--- config.mk ---
export PLATFORM = sky130hd
export DESIGN_NAME = tmcr_queue
export DESIGN_NICKNAME = d
export VERILOG_FILES = /design/src/hdl/tmcr_pkg.sv /design/src/hdl/tmcr_queue.sv
export SDC_FILE = /design/constraint.sdc
export NUM_CORES = 1
export LEC_CHECK = 0
export BUFFER_PORTS_ARGS = -buffer_cell sky130_fd_sc_hd__buf_2
export CAP_MARGIN = 30
export CORE_ASPECT_RATIO = 1.4
export CORE_UTILIZATION = 37
export DETAILED_ROUTE_END_ITERATION = 7
export GPL_TIMING_DRIVEN = 0
export PLACE_DENSITY = 0.54
export SLEW_MARGIN = 0
export SYNTH_ARGS = -nofsm -noshare
export SYNTH_HDL_FRONTEND = slang
export SYNTH_SLANG_ARGS = --single-unit
--- constraint.sdc ---
create_clock -name clk -period 2.54 [get_ports clk]
set_input_delay 0.254 -clock clk [delete_from_list [all_inputs] [get_ports clk]]
set_output_delay 0.254 -clock clk [all_outputs]
set_load 0.05 [all_outputs]
--- src/hdl/tmcr_pkg.sv ---
// ----------------------------------------------------------------------------
// tmcr_pkg: shared types and constants
// Sizes, reset values, action and register codes, and the queue item layout
// for the text-mode character renderer.
// ----------------------------------------------------------------------------
package tmcr_pkg;

  localparam int MAX_COLUMNS = 64;
  localparam int MAX_ROWS    = 32;

  localparam int COLS_W = 7;
  localparam int ROWS_W = 6;
  localparam int RGB_W  = 24;
  localparam int POS_W  = 10;   // raster x / y
  localparam int DIM_W  = 11;   // frame width / height in pixels
  localparam int MEM_AW = 11;   // text and font store address
  localparam int MEM_DEPTH = 1 << MEM_AW;

  localparam int QUEUE_DEPTH = 4;
  localparam int QPTR_W      = $clog2(QUEUE_DEPTH);

  localparam int IN_DATA_W = 40;

  localparam logic [COLS_W-1:0] COLS_RESET = COLS_W'(36);
  localparam logic [ROWS_W-1:0] ROWS_RESET = ROWS_W'(14);
  localparam logic [RGB_W-1:0]  FG_RESET   = 24'h68ffbb;
  localparam logic [RGB_W-1:0]  BG_RESET   = 24'h000000;

  localparam logic [7:0] SPACE_BYTE = 8'h20;
  localparam logic [6:0] CODE_NUL   = 7'h00;
  localparam logic [6:0] CODE_SPACE = 7'h20;

  typedef enum logic [1:0] {
    ACT_TEXT  = 2'd0,
    ACT_GLYPH = 2'd1,
    ACT_PIXEL = 2'd2,
    ACT_NONE  = 2'd3
  } act_t;

  typedef enum logic [1:0] {
    REG_COLUMNS = 2'd0,
    REG_ROWS    = 2'd1,
    REG_FG      = 2'd2,
    REG_BG      = 2'd3
  } reg_idx_t;

  typedef struct packed {
    act_t              kind;
    logic [MEM_AW-1:0] addr;   // text cell or font row address
    logic [7:0]        data;   // cell byte or glyph bits
    logic [2:0]        px;     // glyph column of a pixel
    logic [3:0]        py;     // glyph row of a pixel
    logic              eol;
    logic              eof;
  } q_item_t;

endpackage

--- src/hdl/tmcr_queue.sv ---
// ----------------------------------------------------------------------------
// tmcr_queue: item queue
// Short FIFO between the input side and the store pipeline.
// ----------------------------------------------------------------------------
module tmcr_queue (
  input  logic                clk,
  input  logic                rst_n,
  input  logic                push,
  input  tmcr_pkg::q_item_t   push_item,
  output logic                full,
  input  logic                pop,
  output logic                head_vld,
  output tmcr_pkg::q_item_t   head
);
  import tmcr_pkg::*;

  q_item_t           slot_r [QUEUE_DEPTH];
  logic [QPTR_W-1:0] wr_ptr_r, wr_ptr_nxt;
  logic [QPTR_W-1:0] rd_ptr_r, rd_ptr_nxt;
  logic [QPTR_W:0]   cnt_r, cnt_nxt;
  logic              do_pop;

  assign full     = cnt_r == (QPTR_W+1)'(QUEUE_DEPTH);
  assign head_vld = cnt_r != '0;
  assign head     = slot_r[rd_ptr_r];
  assign do_pop   = pop && head_vld;

  always_comb begin
    wr_ptr_nxt = push ? wr_ptr_r + QPTR_W'(1) : wr_ptr_r;
    rd_ptr_nxt = do_pop ? rd_ptr_r + QPTR_W'(1) : rd_ptr_r;
    cnt_nxt    = cnt_r + (QPTR_W+1)'(push) - (QPTR_W+1)'(do_pop);
  end

  always_ff @(posedge clk) begin
    if (push) slot_r[wr_ptr_r] <= push_item;
  end

  always_ff @(posedge clk) begin
    if (!rst_n) begin
      wr_ptr_r <= '0;
      rd_ptr_r <= '0;
      cnt_r    <= '0;
    end else begin
      wr_ptr_r <= wr_ptr_nxt;
      rd_ptr_r <= rd_ptr_nxt;
      cnt_r    <= cnt_nxt;
    end
  end

endmodule

==> metrics.sh <==
GRT_FIRST_PASS_WIRELENGTH_MM=12.8
WORST_EP_REQUIRED_TIME_PS=2290
ARRIVAL_PS=1820
TIMING_WORST_SLEW_PIN_VALUE_PS=851
SYNTH.TOP_CELL.AREA_SHARE_PCT=75.0
INSERTEDDIODECOUNT=0
FLOORPLAN.CORE_AREA_MM2=0.0125
WORST-PATH-BUF-INV=2
DRV_CAP=0
CLOCKBUFFERDEPTH=2
IO_PINS=66
CRITICAL-PATH-MAX-STAGE-DELAY_PS=540
MIN_PERIOD_OVER_PERIOD_PCT=81.5
EDFF_COUNT_SYNTH=120
WL_MM=8.08
DIE_WIDTH_UM=98.3
DIE_Y_UM=137
SETUP_VIOL_COUNT_FINAL=0
WORSTHOLDPATHTYPE='primary input to flop'
TIMING_HOLD_VIOLATIONS_FINAL=0
FLOORPLAN.ROWS=48
FINALCRITICALPERIOD_PS=2070
INITIAL_UTILIZATION_PCT=38.5
YOSYS.CELL_COUNT.TOP_TYPE='edfxtp_1'
CRIT_FAMILY='multiplexers'
GR-TOTAL-OVERFLOW=0
GP_CONGESTION=0.652
FIRST_GLOBAL_VIAS=2383
R2R_SETUP_SLACK_PS=530
MOST_USED_STANDARD_CELLS_IN_THE_SYNTHESIZED_NETLIST='edfxtp_1 (120), mux4_2 (30), dfxtp_1 (9), and2_1 (8)'
DRTANTENNAVIOLNETS=0
CLK_PIN_SLEW_WORST_PATHS_PS=50
SLOWEST_STAGE='mux4_2'
SLEW_VIOL_FINAL=0
CRIT_PATH_END_KIND='output port'
YOSYS_REGISTER_BITS=129
FINCLKSKEW_PS=4.80
CTS.ROOT.BUFFER_CELL='clkbuf_16'
SYNTH.NET_COUNT=242
MAX-SLEW-MARGIN-REL_PCT=43.3
SYNTH_CELLS=201
PLACE.DETAILED.HPWL_MM=4.83
FIRST_ITER_VIOLATIONS=101
WORST-PATH-MAX-FANOUT=10
AREA_GROWTH_PCT=23.7
CLKSINKCOUNT=129
P_PER_AREA_mW_PER_MM2=1100
MAXIMUM_ACHIEVABLE_FREQUENCY_GHz=0.483
NUMBER_OF_ANTENNA_VIOLATIONS_AT_THE_FIRST_CHECK_IN_GLOBAL_ROUTING=0
POST-CTS-SETUP-BUFFERS=0
CP_CELL_SEQUENCE='buf_6 -> mux4_2 -> buf_2'
SYNTH.LARGEST_AREA_CELL='edfxtp_1'
CLOCK_TREE_FROM_TRITONCTS='yes'
WORST_R2R_STARTPOINT='cnt_r[1]$_SDFF_PN0_'
WL_PER_CELL_UM=18.0
WORST_SETUP_PATH_START_KIND='flop'
RSZ0062_AT_GRT='no'
YS_SEQ_AREA_SHARE_PCT=78.8
PLACED_CELLS_INCL_TAPS=416
DRC_ERRORS=3
CELLLEAKAGEPOWER_uW=0.00208
FAILED_CHECKS='design-rule violations'
SYNTH_AREA_LEADERS='edfxtp_1 (75%), mux4_2 (14%), dfxtp_1 (3.8%), ha_1 (1.6%), and2_1 (1.0%)'
CTSHTREEMAXLEVEL=4
SYNTHESIS.AREA_PER_INSTANCE_UM2=23.9
STATUS='finished with violations'
FIRSTDRTPASSITERS=6
CLOCK_LATENCY_PS=410
DESIGN.FINAL.NETS=326
CP_NUM_CELLS=3
VDD.IR_DROP.WORST_mV=0.751
SETUP.WORST_PATH.END='head[23]'
TOTAL_OF_HOLD_BUFFERS_INSERTED_AFTER_CLOCK_TREE_SYNTHESIS=0
DRIVE_GT1_SHARE_PCT=45.6
DIE_AREA_MM2=0.0134
CRITICAL_PATH.REG2REG.ENDPOINT='cnt_r[2]$_SDFF_PN0_'
YS_WARN_COUNT=0
POST_SYNTH_INSTANCE_AREA_MM2=0.00480
SYNTH.DISTINCT_CELLS=19
GRT.TOTAL_USAGE_PCT=13.7
YS.FLOP_TYPE='edfxtp_1'
NUM_CTS_BUFFERS=17
GRT_MAX_DEGREE=31
COUNT_OF_PLACED_STANDARD_CELLS_IN_THE_FINAL_LAYOUT_FILLERS_LEFT_OUT=448
PLACEMENT.IO_BUFFERS=65
ROUTED_VIA_DENSITY=4.94
VIAS=2214
CTS-RESIZED-GATES=0
TIMING.REG2REG.WORST_PATH_DEPTH=7
ACCUMULATED_NEGATIVE_SETUP_SLACK_PS=0
ASYNC_FLOP_SHARE_PCT=0
CRITICAL_PATH_CLASS='flop to output port'
[cell families after synthesis]
| logic type | after synthesis | synth area share, % |
|---|---|---|
| AOI/OAI and AO/OA | 2 | 0.365 |
| xor gates and xnor gates | 2 | 0.651 |
| adders and majority gates | 7 | 1.98 |
| buffers and inverters | 12 | 1.48 |
| DFF | 129 | 78.8 |
| muxes | 34 | 14.9 |
| and+or+nand+nor | 15 | 1.85 |
[power by group]
| group | switching (uW) | internal, uW | leakage (uW) | total (uW) |
|---|---|---|---|---|
| clock network | 849 | 1630 | 0.000296 | 2480 |
| logic | 994 | 515 | 0.000611 | 1510 |
| registers | 54.2 | 2460 | 0.00118 | 2520 |
[worst min path at each step]
stage / depth (start not counted) / startpoint / end / slack (ps)
floorplan: 0 / push_item[0] / slot_r[0][0]$_DFFE_PP_ / 350
global placement: 1 / push_item[7] / slot_r[2][7]$_DFFE_PP_ / 470
detailed placement: 1 / push_item[7] / slot_r[2][7]$_DFFE_PP_ / 470
CTS: 1 / push_item[7] / slot_r[2][7]$_DFFE_PP_ / 40
global route: 1 / push_item[16] / slot_r[1][16]$_DFFE_PP_ / 50
finish: 1 / push_item[7] / slot_r[2][7]$_DFFE_PP_ / 60
[cell usage in the layout (no fill, tap or decap), types with 4 or more instances in the layout]
master / instances
mux2i_1: 4
buf_2: 68
dfxtp_1: 9
and2_2: 4
edfxtp_1: 120
and2_1: 4
bufinv_16: 4
inv_1: 6
clkinv_2: 4
ha_1: 6
clkbuf_16: 17
mux4_2: 30
[stage by stage]
stage | hold WS [ps] | utilization, % | area (um2) | setup slack (ps) | total power, uW
after floorplan | 353 | - | 4800 | 615 | 3770
after global placement | 468 | 42.6 | 5320 | 223 | 4090
after detailed placement | 470 | 42.6 | 5320 | 518 | 4100
after CTS | 41.1 | 47.5 | 5940 | 427 | 6580
after global routing | 45.4 | 47.5 | 5940 | 368 | 6750
final | 59.9 | 47.5 | 5940 | 470 | 6510
[metal layers]
| layer | global-route usage (%) | wire length, um |
|---|---|---|
| met1 | 15.0 | 3260 |
| met2 | 23.6 | 4300 |
| met3 | 4.75 | 352 |
| met4 | 6.97 | 169 |
| met5 | 0 | 0 |
[sequential cells by signal, indices dropped and copies added (netlist names), named ones only]
| signal | flops |
|---|---|
| wr_ptr_r | 2 |
| cnt_r | 3 |
| slot_r | 120 |
| rd_ptr_r | 2 |
[final cells by class]
type,instances,area [um2]
Clock inverter,15,193
Fill cell,1075,6550
Multi-Input combinational cell,60,953
Sequential cell,129,3780
Inverter,6,22.5
Tap cell,150,188
Clock buffer,17,425
Buffer,6,48.8
Timing Repair Buffer,65,325
[worst reg2reg max path, stage by stage, from the launching register on]
cell and delay, ps:
dfxtp_1 340, o31a_1 360, ha_1 290, inv_1 30
ha_1 180, fa_1 370, xnor3_1 170, and2_1 160
Power figures use the tool's default switching activity.
