[config.mk]
export PLATFORM = sky130hd
export DESIGN_NAME = tmcr_front
export DESIGN_NICKNAME = d
export VERILOG_FILES = /design/src/hdl/tmcr_pkg.sv /design/src/hdl/tmcr_front.sv
export SDC_FILE = /design/constraint.sdc
export NUM_CORES = 1
export LEC_CHECK = 0
export BUFFER_PORTS_ARGS = -buffer_cell sky130_fd_sc_hd__buf_2
export CAP_MARGIN = 15
export CORE_MARGIN = 10
export CORE_UTILIZATION = 57
export DETAILED_ROUTE_END_ITERATION = 7
export GPL_ROUTABILITY_DRIVEN = 0
export HOLD_SLACK_MARGIN = 0.08
export PLACE_DENSITY = 0.83
export SLEW_MARGIN = 10
export SYNTH_ARGS = -nofsm -noshare
export SYNTH_HDL_FRONTEND = slang
export SYNTH_SLANG_ARGS = --single-unit
[constraint.sdc]
create_clock -name clk -period 8.89 [get_ports clk]
set_input_delay 0 -clock clk [delete_from_list [all_inputs] [get_ports clk]]
set_output_delay 0 -clock clk [all_outputs]
set_load 0.01 [all_outputs]
[src/hdl/tmcr_pkg.sv]
// ----------------------------------------------------------------------------
// tmcr_pkg: shared types and constants
// Sizes, reset values, action and register codes, and the queue item layout
// for the text-mode character renderer.
// ----------------------------------------------------------------------------
package tmcr_pkg;

  localparam int MAX_COLUMNS = 64;
  localparam int MAX_ROWS    = 32;

  localparam int COLS_W = 7;
  localparam int ROWS_W = 6;
  localparam int RGB_W  = 24;
  localparam int POS_W  = 10;   // raster x / y
  localparam int DIM_W  = 11;   // frame width / height in pixels
  localparam int MEM_AW = 11;   // text and font store address
  localparam int MEM_DEPTH = 1 << MEM_AW;

  localparam int QUEUE_DEPTH = 4;
  localparam int QPTR_W      = $clog2(QUEUE_DEPTH);

  localparam int IN_DATA_W = 40;

  localparam logic [COLS_W-1:0] COLS_RESET = COLS_W'(36);
  localparam logic [ROWS_W-1:0] ROWS_RESET = ROWS_W'(14);
  localparam logic [RGB_W-1:0]  FG_RESET   = 24'h68ffbb;
  localparam logic [RGB_W-1:0]  BG_RESET   = 24'h000000;

  localparam logic [7:0] SPACE_BYTE = 8'h20;
  localparam logic [6:0] CODE_NUL   = 7'h00;
  localparam logic [6:0] CODE_SPACE = 7'h20;

  typedef enum logic [1:0] {
    ACT_TEXT  = 2'd0,
    ACT_GLYPH = 2'd1,
    ACT_PIXEL = 2'd2,
    ACT_NONE  = 2'd3
  } act_t;

  typedef enum logic [1:0] {
    REG_COLUMNS = 2'd0,
    REG_ROWS    = 2'd1,
    REG_FG      = 2'd2,
    REG_BG      = 2'd3
  } reg_idx_t;

  typedef struct packed {
    act_t              kind;
    logic [MEM_AW-1:0] addr;   // text cell or font row address
    logic [7:0]        data;   // cell byte or glyph bits
    logic [2:0]        px;     // glyph column of a pixel
    logic [3:0]        py;     // glyph row of a pixel
    logic              eol;
    logic              eof;
  } q_item_t;

endpackage

[src/hdl/tmcr_front.sv]
// ----------------------------------------------------------------------------
// tmcr_front: input side
// Accepts items, keeps the raster position and turns each item other than a
// no-action item into a queue entry with its store address already worked out.
// ----------------------------------------------------------------------------
module tmcr_front (
  input  logic                                clk,
  input  logic                                rst_n,
  input  logic                                in_tvalid,
  output logic                                in_tready,
  input  logic [1:0]                          in_tuser,  // action
  input  logic [tmcr_pkg::IN_DATA_W-1:0]      in_tdata,
  input  logic [tmcr_pkg::COLS_W-1:0]         text_columns,
  input  logic [tmcr_pkg::ROWS_W-1:0]         text_rows,
  input  logic                                clr_busy,
  input  logic                                q_full,
  output logic                                push,
  output tmcr_pkg::q_item_t                   push_item
);
  import tmcr_pkg::*;

  logic [COLS_W-1:0] cols;
  logic [ROWS_W-1:0] rows;
  logic [POS_W-1:0]  x_r, x_nxt;
  logic [POS_W-1:0]  y_r, y_nxt;

  logic [DIM_W-1:0]  width, height;
  logic              wrap_x;
  logic [POS_W-1:0]  xe, ye;
  logic [DIM_W-1:0]  y1;
  logic              eol, eof;
  logic [11:0]       row_base;
  logic [MEM_AW-1:0] cell_addr;
  logic              accept;
  act_t              act;

  logic [10:0] f_cell_index;
  logic [7:0]  f_cell_byte;
  logic [6:0]  f_glyph_code;
  logic [3:0]  f_glyph_row;
  logic [7:0]  f_glyph_bits;

  assign f_cell_index = in_tdata[10:0];
  assign f_cell_byte  = in_tdata[18:11];
  assign f_glyph_code = in_tdata[25:19];
  assign f_glyph_row  = in_tdata[29:26];
  assign f_glyph_bits = in_tdata[37:30];

  assign act       = act_t'(in_tuser);
  assign in_tready = !clr_busy && !q_full;
  assign accept    = in_tvalid && in_tready;
  assign push      = accept && (act != ACT_NONE);

  // clamped sizes, taken straight from the registers
  always_comb begin
    if (text_columns == '0) cols = COLS_W'(1);
    else if (text_columns > COLS_W'(MAX_COLUMNS)) cols = COLS_W'(MAX_COLUMNS);
    else cols = text_columns;
    if (text_rows == '0) rows = ROWS_W'(1);
    else if (text_rows > ROWS_W'(MAX_ROWS)) rows = ROWS_W'(MAX_ROWS);
    else rows = text_rows;
  end

  assign width  = {cols, 4'b0000};
  assign height = {rows, 5'b00000};

  always_comb begin
    wrap_x = {1'b0, x_r} >= width;
    xe     = wrap_x ? '0 : x_r;
    y1     = wrap_x ? ({1'b0, y_r} + DIM_W'(1)) : {1'b0, y_r};
    ye     = (y1 >= height) ? '0 : y1[POS_W-1:0];
    eol    = {1'b0, xe} == (width - DIM_W'(1));
    eof    = eol && ({1'b0, ye} == (height - DIM_W'(1)));
    row_base  = {7'b0, ye[9:5]} * {5'b0, cols};
    cell_addr = MEM_AW'({5'b0, xe[9:4]}) + row_base[MEM_AW-1:0];
  end

  always_comb begin
    x_nxt = x_r;
    y_nxt = y_r;
    if (accept && act == ACT_PIXEL) begin
      if (eol) begin
        x_nxt = '0;
        y_nxt = eof ? '0 : (ye + POS_W'(1));
      end else begin
        x_nxt = xe + POS_W'(1);
        y_nxt = ye;
      end
    end
  end

  always_comb begin
    push_item      = '0;
    push_item.kind = act;
    case (act)
      ACT_TEXT: begin
        push_item.addr = f_cell_index;
        push_item.data = f_cell_byte;
      end
      ACT_GLYPH: begin
        push_item.addr = {f_glyph_code, f_glyph_row};
        push_item.data = f_glyph_bits;
      end
      ACT_PIXEL: begin
        push_item.addr = cell_addr;
        push_item.px   = xe[3:1];
        push_item.py   = ye[4:1];
        push_item.eol  = eol;
        push_item.eof  = eof;
      end
      default: push_item.kind = ACT_NONE;
    endcase
  end

  always_ff @(posedge clk) begin
    if (!rst_n) begin
      x_r    <= '0;
      y_r    <= '0;
    end else begin
      x_r    <= x_nxt;
      y_r    <= y_nxt;
    end
  end

endmodule

==> results of run 1 <==
[routing by layer]
metal / global-route usage, % / routed length (um) / up-vias
li1: - / - / 2059
met1: 24.3 / 4990 / 2020
met2: 36.8 / 5690 / 241
met3: 5.90 / 1020 / 48
met4: 11.9 / 566 / 0
met5: 0 / 0 / -
[final timing paths]
check | from | endpoint | slack, ns | cells after the start
min reg2reg | y_r[7]$_SDFFE_PN0P_ | y_r[7]$_SDFFE_PN0P_ | 0.51 | 2
max | text_columns[6] | push_item[27] | 0.58 | 34
max reg2reg | x_r[4]$_SDFFE_PN0P_ | y_r[1]$_SDFFE_PN0P_ | 3.32 | 20
min | q_full | in_tready | 0.27 | 3
[worst register-to-register path, stage by stage (launching register included)]
cell and delay [ns]:
dfxtp_1 0.41, inv_1 0.11, ha_1 0.33, nand4b_4 0.13, o41ai_4 0.29, o21ai_2 0.28
a2111oi_4 0.53, xor2_2 0.40, ha_1 0.32, o21a_1 0.11, o31ai_1 0.07, a21oi_1 0.19
a41o_1 0.25, or2_1 0.23, buf_4 0.19, a21oi_1 0.20, ha_1 0.22, nand3_1 0.06
or3_1 0.38, nor4_1 0.53, o32ai_1 0.21
[state kept, by name (all words and copies together), names as in the netlist]
signal	flops
x_r	10
y_r	10
[placed cells by master (no fill, tap or decap), types with 3 or more instances in the layout]
master    count
buf_2        89
and2_1        3
nand3_1      28
fa_1         20
a21o_1        6
nor3_1        8
a21oi_1      18
a31oi_1       4
buf_4         3
a211oi_1      4
dfxtp_1      20
nor2_1       77
and4_1        3
mux2i_1      20
o21bai_1      3
nor3b_1       3
and3_1       10
ha_1         37
o22ai_1       6
nor4_1        4
nand2b_1      4
o31ai_1       9
or3_1        12
nand2_1      43
o21ai_0      19
o32ai_1       3
inv_1        44
nand3b_1      3
nand4_1       9
xnor2_1      23
nor2b_1       9
clkbuf_8      3
xor2_1       10
[report_power, final]
group / total, mW / switching [mW] / leakage (nW) / internal [mW]
sequential: 0.0907 / 0.000875 / 0.161 / 0.0898
combinational: 0.0957 / 0.0575 / 1.92 / 0.0381
clock: 0.0963 / 0.0360 / 0.0357 / 0.0603
total: 0.283 / 0.0944 / 2.11 / 0.188
[cells by family (layout without fill, tap and decap cells)]
family          count (synthesis)  count (layout)  share of synthesized area [%]
xor+xnor                       36              36                           8.43
flops                          20              20                           9.81
mux                            22              22                           5.55
compound gates                104             104                           19.0
buf+inv                        72             143                           7.08
simple gates                  231             231                           29.0
fa+ha+maj                      57              57                           21.1
[per-stage QoR]
stage	util [%]	instances	worst slack (ns)	area, um2	hold WS, ns
3_5_place_dp	66.3	704	0.661	4550	0.265
4_1_cts	67.5	709	0.628	4640	0.267
2_1_floorplan	-	542	2.05	4080	0.0571
6_report	67.5	709	0.576	4640	0.267
5_1_grt	67.5	709	0.00984	4640	0.281
3_3_place_gp	66.3	704	0.874	4550	0.260
[cell type report]
| cell class | count | area [um2] | area share, % |
|---|---|---|---|
| Multi-Input combinational cell | 450 | 3390 | 73.2 |
| Timing Repair Buffer | 93 | 478 | 10.3 |
| Sequential cell | 20 | 400 | 8.64 |
| Inverter | 46 | 173 | 3.72 |
| Tap cell | 96 | 120 | 2.59 |
| Clock buffer | 3 | 41.3 | 0.891 |
| Clock inverter | 1 | 30.0 | 0.648 |
==> results.md, run 1 <==
* Die Y at 105 um
* Yosys reg bits at 20
* CORE AREA at 6870 um2
* Setup_tns at 0 ns
* 1st-iter DRT viols at 354
* Tot Pwr at 0.283 mW
* Initial Utilization at 59.4%
* Final HPWL DP at 10,100 um
* Outcome: complete, no violations
* CTS Buf Count at 3
* Primary FF master, synth: dfxtp_1
* Port bufs at 89
* Via Count at 4,368
* Slowest CP cell: o21ai_2
* Die W at 105 um
* First-pass GRT wire length at 21,000 um
* Nets at 731
* Postcts setup bufs at 0
* Mapped cell area at 4080 um2
* Final period utilization at 93.5%
* # IOs at 92
* Cell Pwr Density at 61.0 nW/um2
* Share of cells above drive strength 1 at 19.6%
* Synth top area share at 11.3%
* Critical Path End Type: output port
* Clk root buf: clkbuf_8
* Arrival time worst endpoint at 8.31 ns
* Worst slew pin tran at 1.05 ns
* Fmax achieved at 120 MHz
* First-pass DRT Iterations at 5
* Lkg Pwr at 2.11 nW
* Clk sinks at 20
* Final Hold Fails at 0
* Synth Area per Inst at 7.53 um2
* # H-tree levels at 1
* DRC at 0
* Unique cell type count in the Yosys netlist at 80
* Row Count at 30
* Buf+Inv Stages, Crit Path at 6
* Diode count at 0
* Vias in the first global route at 4,626
* Fin Clk Skew at 0.0114 ns
* Ys async rst share at 0%
* Worst setup path category: in -> out
* Slowest stage delay, CP at 0.57 ns
* Post-synthesis sequential area ratio at 9.81%
* P&R area growth vs syn at 13.5%
* Max_cap viols at 0
* Fillcell total at 602
* Most used cell, CP: inv_1
* Worst Path Required at 8.89 ns
* Startpoint types: input port
* Global Route Usage Sum at 21.7%
* Final ANT Viol Nets at 0
* Ranking of synthesized cells by area: ha_1 11%, dfxtp_1 9.8%, fa_1 9.8%
* Clock Tree Buf Depth at 2
* Gr ovfl total at 0
* Die area at 10,900 um2
* Setup Viol. Count Final at 0
* Slew Limit Fails at 0
* Worst path top cell family by delay: adder cells
* Worst skew pair latency at 0.27 ns
* Synth warn at 0
* Drt via density at 6.16
* CTS tree: yes
* Syn_nets at 659
* CP max FO at 17
* Worst slew margin at 29.5%
* Routed wire per std cell at 17.3 um
* Number of antenna violations at the first check in global routing at 0
* Worst VDD drop at 0.0917 mV
* Post-synth top cells: 77 x nor2_1, 44 x inv_1, 43 x nand2_1
* Post-layout min period at 8.31 ns
* Post-synth EDFFs at 0
* Mapped Cells at 542
* Hold Buf Count CTS at 1
* RSZ-0062 raised after global routing: false
* Most common cell in the netlist: nor2_1
* HP Class: in -> out
* Largest net degree at the start of global routing at 26
* Cell type with the largest total area after synthesis: ha_1
* Post-CTS Resized at 0
* Drt total wl at 12,300 um
Power figures use the tool's default switching activity.
==> inputs of run 2 (changes only) <==
--- a/config.mk
+++ b/config.mk
@@ -7,7 +7,6 @@
 export LEC_CHECK = 0
 export BUFFER_PORTS_ARGS = -buffer_cell sky130_fd_sc_hd__buf_2
 export CAP_MARGIN = 15
-export CORE_MARGIN = 10
 export CORE_UTILIZATION = 57
 export DETAILED_ROUTE_END_ITERATION = 7
 export GPL_ROUTABILITY_DRIVEN = 0
==> run 2 against run 1 <==
  * Combinational power is 0.6% higher
  * First-iteration DRC count is 14% lower
  * Critical path depth is 1 lower
  * Wire length is 6.7% lower
  * Cell area is 0.49% higher
  * Total power is 0.80% higher
  * Global-route usage is 10 points higher
==> results.md, run 2 (synthesis results as in run 1) <==
* DRC at 0 (unchanged)
* Placed Instances at 706 (+0.28%)
* Via Count at 4,343 (-0.57%)
* Drt total wl at 11,400 um (-6.7%)
* Sequential power share at 31.8% (-0.3 points)
* Flop2flop setup slack at 3.43 ns (+0.11 ns)
* Cell Pwr Density at 61.2 nW/um2 (+0.32%)
* First-pass DRT Iterations at 6 (+1)
* HP Class: in -> out
* Internal power at 0.188 mW (+0.16%)
* Worst slew margin at 47.8% (+18 points)
* Post-layout min period at 8.32 ns (+0.00381 ns)
* Setup Viol. Count Final at 0 (unchanged)
* Worst Path Required at 8.89 ns (about the same)
* Clk sinks at 20 (unchanged)
* Commonest non-fill, non-tap cell in the layout: buf_2
* Diode count at 0 (unchanged)
* RSZ-0062 raised after global routing: false
* Final Hold Fails at 0 (unchanged)
* Fin Clk Skew at 0.00309 ns (-0.00835 ns)
* Die Y at 86.6 um (-17%)
* Die area at 7500 um2 (-31%)
* Row Count at 30 (unchanged)
* Global Route Usage Sum at 32.2% (+10 points)
* Final ANT Viol Nets at 0 (unchanged)
* Slew Limit Fails at 0 (unchanged)
* Worst Setup SP: text_columns[6]
* Lkg Pwr at 2.12 nW (+0.50%)
* Regs by FF count: x_r (10), y_r (10)
* Final core utilization at 67.8% (+0.33 points)
* Worst Setup EP: push_item[27]
* Drt via density at 6.11 (-0.85%)
* Number of cells on the worst hold path at 3 (unchanged)
* Port bufs at 89 (unchanged)
* Outcome: complete, no violations
* Postcts setup bufs at 0 (unchanged)
* Final non-filler cell total at 711 (+0.28%)
* Fmax achieved at 120 MHz (about the same)
* Clock share of power at 34.4% (+0.3 points)
* Worst slew pin tran at 0.778 ns (-0.276 ns)
* Initial Utilization at 59.4% (unchanged)
* Worst setup path category: in -> out
* # H-tree levels at 1 (unchanged)
* Gr ovfl total at 0 (unchanged)
* Commonest non-fill, non-tap cells in the layout: 89 x buf_2, 77 x nor2_1, 44 x inv_1, 43 x nand2_1, 37 x ha_1
* Worst skew pair latency at 0.28 ns (about the same)
* Clk root buf: clkbuf_8
* CORE AREA at 6870 um2 (unchanged)
* Share of cells above drive strength 1 at 19.8% (+0.26 points)
* CTS Buf Count at 3 (unchanged)
* Max_cap viols at 0 (unchanged)
* Number of antenna violations at the first check in global routing at 0 (unchanged)
* Final HPWL DP at 9250 um (-8.7%)
* Nets at 733 (+0.27%)
* WHS at 0.302 ns (+0.0348 ns)
* Clock Tree Buf Depth at 2 (unchanged)
* CTS tree: yes
* Logic pwr share at 33.8% (about the same)
* Startpoint types: input port
* Setup_tns at 0 ns (unchanged)
* Net switching power at 0.0964 mW (+2.1%)
* Slowest stage delay, CP at 0.55 ns (-0.02 ns)
* Die W at 86.6 um (-17%)
* P&R area growth vs syn at 14.1%
* Final period utilization at 93.6% (about the same)
* CP max FO at 17 (unchanged)
* RR Startpoint: x_r[6]$_SDFFE_PN0P_
* Worst r2r path cells at 19 (-5.0%)
* Critical Path End Type: output port
* First-pass GRT wire length at 19,200 um (-8.6%)
* Vias in the first global route at 4,225 (-8.7%)
* Routed wire per std cell at 16.1 um (-6.9%)
* # IOs at 92 (unchanged)
* Arrival time worst endpoint at 8.32 ns (about the same)
* Largest net degree at the start of global routing at 26 (unchanged)
* Sw Ratio at 33.8% (+0.42 points)
* Worst VDD drop at 0.0477 mV (-48%)
* RR Endpoint: y_r[1]$_SDFFE_PN0P_
* 1st-iter DRT viols at 304 (-14%)
* Slowest CP cell: fa_1
## run 2: cell count changes in the layout (fill, tap and decap cells not counted), sizes merged
cell | before | now
buf | 92 | 94
## run 2: final cells by class
class | instances | area (um2)
timing repair buffer | 95 | 493
clock inverter | 1 | 30.0
tap | 96 | 120
sequential | 20 | 400
inverter | 46 | 173
fill | 568 | 2210
clock buffer | 3 | 41.3
multi-input combinational | 450 | 3400
## run 2: power by group through the flow
stage | Clock, mW | Sequential, mW | Combinational (mW)
floorplan | 0 | 0.0921 | 0.0607
global placement | 0 | 0.0927 | 0.0908
detailed placement | 0 | 0.0927 | 0.0936
CTS | 0.0967 | 0.0906 | 0.0944
global route | 0.0998 | 0.0907 | 0.105
finish | 0.0979 | 0.0907 | 0.0963
## run 2: how the worst min path moves through the flow
| stage | start | endpoint | slack (ns) |
|---|---|---|---|
| floorplan | clr_busy | in_tready | 0.06 |
| global placement | clr_busy | in_tready | 0.30 |
| detailed placement | clr_busy | in_tready | 0.30 |
| CTS | clr_busy | in_tready | 0.31 |
| global route | clr_busy | in_tready | 0.32 |
| finish | clr_busy | in_tready | 0.30 |
## run 2: repair_timing
item,CTS,global route
endpoints found under the setup margin,0,1
endpoints found under the hold margin,1,0
hold buffers,1,0
resized for setup,0,1
## run 2: critical path, delay by kind of cell
family	cells	cell delay [ns]
AND/OR/NAND/NOR	7	1.82
adder cells (fa/ha/maj)	6	2.47
XOR/XNOR	3	0.74
AO/OA/AOI/OAI	12	2.46
buffers and inverters	5	0.80
## run 2: stage by stage
step	cell area, um2	total power, mW	setup WS, ns
2_1_floorplan	4080	0.153	2.05
3_3_place_gp	4570	0.184	0.832
3_5_place_dp	4570	0.186	0.584
4_1_cts	4650	0.282	0.543
5_1_grt	4660	0.295	0.0401
6_report	4660	0.285	0.572
## run 2: routing by layer
| layer | up-vias | part of all wire (%) | global-route usage, % |
|---|---|---|---|
| met3 | 43 | 6.2 | 2.67 |
| met2 | 236 | 49 | 56.6 |
| met5 | - | 0 | 0 |
| li1 | 2071 | - | - |
| met1 | 1993 | 41 | 38.8 |
| met4 | 0 | 4.7 | 17.9 |
==> inputs of run 3 (changes only) <==
--- a/config.mk
+++ b/config.mk
@@ -7,11 +7,10 @@
 export LEC_CHECK = 0
 export BUFFER_PORTS_ARGS = -buffer_cell sky130_fd_sc_hd__buf_2
 export CAP_MARGIN = 15
-export CORE_UTILIZATION = 57
+export CORE_UTILIZATION = 30
 export DETAILED_ROUTE_END_ITERATION = 7
 export GPL_ROUTABILITY_DRIVEN = 0
 export HOLD_SLACK_MARGIN = 0.08
-export PLACE_DENSITY = 0.83
 export SLEW_MARGIN = 10
 export SYNTH_ARGS = -nofsm -noshare
 export SYNTH_HDL_FRONTEND = slang
==> run 3 against run 2 <==
  * Setup slack improved by 0.24 ns
  * Critical endpoint unchanged
  * Flip-flop and latch count did not move
  * Die area rose by 88%
  * Largest cell class unchanged
  * First-iteration DRC count fell by 46%
  * Cell area rose by 3.0%
  * Largest power group unchanged
  * Register-to-register slack got worse by 0.19 ns
  * Clock power rose by 35%
  * Wire length rose by 6.5%
  * Clock-buffer cell count did not move
  * Utilization fell by 32 points
==> results.md, run 3 (synthesis results as in run 1) <==
* Worst Hold Path EP: in_tready
* Arrival time worst endpoint at 8.07 ns (-0.25 ns)
* Largest net degree at the start of global routing at 26 (unchanged)
* CTS tree: yes
* Commonest non-fill, non-tap cell in the layout: buf_2
* Slowest stage delay, CP at 0.60 ns (+0.05 ns)
* Post-layout min period at 8.07 ns (-0.245 ns)
* First-pass DRT Iterations at 5 (-1)
* Drt via density at 5.37 (-12%)
* Worst r2r path cells at 20 (+1)
* HP Class: in -> out
* Worst hold path startpoint: clr_busy
* RR Startpoint: x_r[4]$_SDFFE_PN0P_
* Fmax achieved at 124 MHz (+3.0%)
* Die W at 119 um (+37%)
* Worst setup path category: in -> out
* Startpoint types: input port
* Routed wire per std cell at 15.4 um (-4.5%)
* Fin Clk Skew at 0.00186 ns (-0.00123 ns)
* Cell Pwr Density at 66.5 nW/um2 (+8.8%)
* WHS at 0.276 ns (-0.0256 ns)
* Outcome: complete, no violations
* Final period utilization at 90.8% (-2.8 points)
* Flop2flop setup slack at 3.24 ns (-0.19 ns)
* Worst skew pair latency at 0.26 ns (-0.02 ns)
* Setup Viol. Count Final at 0 (unchanged)
* Dpl ws at 0.877 ns (+0.293 ns)
* Die area at 14,100 um2 (+88%)
* Final HPWL DP at 10,000 um (+8.3%)
* Worst slew margin at 46.8% (-1.1 points)
* Share of cells above drive strength 1 at 20.1% (+0.26 points)
* Final ANT Viol Nets at 0 (unchanged)
* Diode count at 0 (unchanged)
* Worst VDD drop at 0.0563 mV (+18%)
* Clock Tree Buf Depth at 2 (unchanged)
* Final core utilization at 36.2% (-32 points)
* Die Y at 119 um (+37%)
* Port bufs at 89 (unchanged)
* CTS Buf Count at 3 (unchanged)
* Commonest non-fill, non-tap cells in the layout: 89 x buf_2, 77 x nor2_1, 44 x inv_1, 43 x nand2_1, 37 x ha_1
* Placed Instances at 788 (+12%)
* DRC at 0 (unchanged)
* Drt total wl at 12,200 um (+6.5%)
* Slowest CP cell: o21ai_2
* RSZ-0062 raised after global routing: false
* Worst Path Required at 8.89 ns (about the same)
* # H-tree levels at 1 (unchanged)
* Lkg Pwr at 2.15 nW (+1.1%)
* Post-route setup slack at 0.817 ns (+0.245 ns)
* Regs by FF count: x_r (10), y_r (10)
* Postcts setup bufs at 0 (unchanged)
* Gr ovfl total at 0 (unchanged)
* Nets at 735 (+0.27%)
* Fillcell total at 1,408 (+150%)
* RR Endpoint: y_r[1]$_SDFFE_PN0P_
* Number of antenna violations at the first check in global routing at 0 (unchanged)
* Initial Utilization at 30.8% (-29 points)
* Setup_tns at 0 ns (unchanged)
* Final Hold Fails at 0 (unchanged)
* Clk sinks at 20 (unchanged)
* CORE AREA at 13,200 um2 (+93%)
* First-pass GRT wire length at 20,600 um (+7.4%)
* Global Route Usage Sum at 17.8% (-14 points)
* Slew Limit Fails at 0 (unchanged)
* Max_cap viols at 0 (unchanged)
* # IOs at 92 (unchanged)
* Worst slew pin tran at 0.794 ns (+0.0158 ns)
* CP max FO at 17 (unchanged)
* Final non-filler cell total at 793 (+12%)
* 1st-iter DRT viols at 163 (-46%)
* Via Count at 4,257 (-2.0%)
* P&R area growth vs syn at 17.6%
* Clk root buf: clkbuf_16
* Row Count at 42 (+40%)
* Vias in the first global route at 4,310 (+2.0%)
* Number of cells on the worst hold path at 3 (unchanged)
* Critical Path End Type: output port
[run 3: repair_timing]
| item | in CTS | in global routing |
|---|---|---|
| gates resized for setup | 0 | 0 |
| hold buffers | 1 | 0 |
| endpoints found under the hold margin | 1 | 0 |
[run 3: final cells by class]
type                       instances  area (um2)  share of cell area [%]
inverter                          46         173                    3.60
sequential                        20         400                    8.34
clock inverter                     1        30.0                   0.626
tap                              176         220                    4.59
timing repair buffer              97         508                    10.6
multi-input combinational        450        3390                    70.7
clock buffer                       3        75.1                    1.56
[run 3: worst max-delay path: cells and delay by family]
family,cells,cell delay (ns)
adder cells (fa/ha/maj),6,2.66
XOR/XNOR,3,0.84
buffers and inverters,4,0.71
AND/OR/NAND/NOR,7,1.36
AO/OA/AOI/OAI,12,2.46
[run 3: through the flow]
step	total power [mW]	instance area, um2
finish	0.319	4800
detailed placement	0.188	4680
floorplan	0.153	4080
global route	0.332	4800
CTS	0.318	4800
global placement	0.186	4680
[run 3: power breakdown]
group	total (mW)	internal [mW]	switching (mW)
clock	0.132	0.0897	0.0423
combinational	0.0966	0.0387	0.0579
sequential	0.0908	0.0899	0.000933
[run 3: worst max-delay path by stage]
stage / to / slack (ns) / from / depth (start not counted)
after floorplan: push_item[27] / 2.05 / text_columns[2] / 34
after global placement: push_item[27] / 0.98 / text_columns[6] / 33
after detailed placement: push_item[27] / 0.88 / text_columns[6] / 32
after CTS: push_item[27] / 0.81 / text_columns[6] / 32
after global routing: push_item[27] / 0.25 / text_columns[6] / 32
final: push_item[27] / 0.82 / text_columns[6] / 32
[run 3: per-layer routing]
layer / track usage, % / vias to the layer above / share of wire [%]
met5: 0 / - / 0
met4: 9.18 / 0 / 4.3
met3: 1.35 / 27 / 4.4
met2: 31.0 / 180 / 47
met1: 21.7 / 1984 / 44
li1: - / 2066 / -
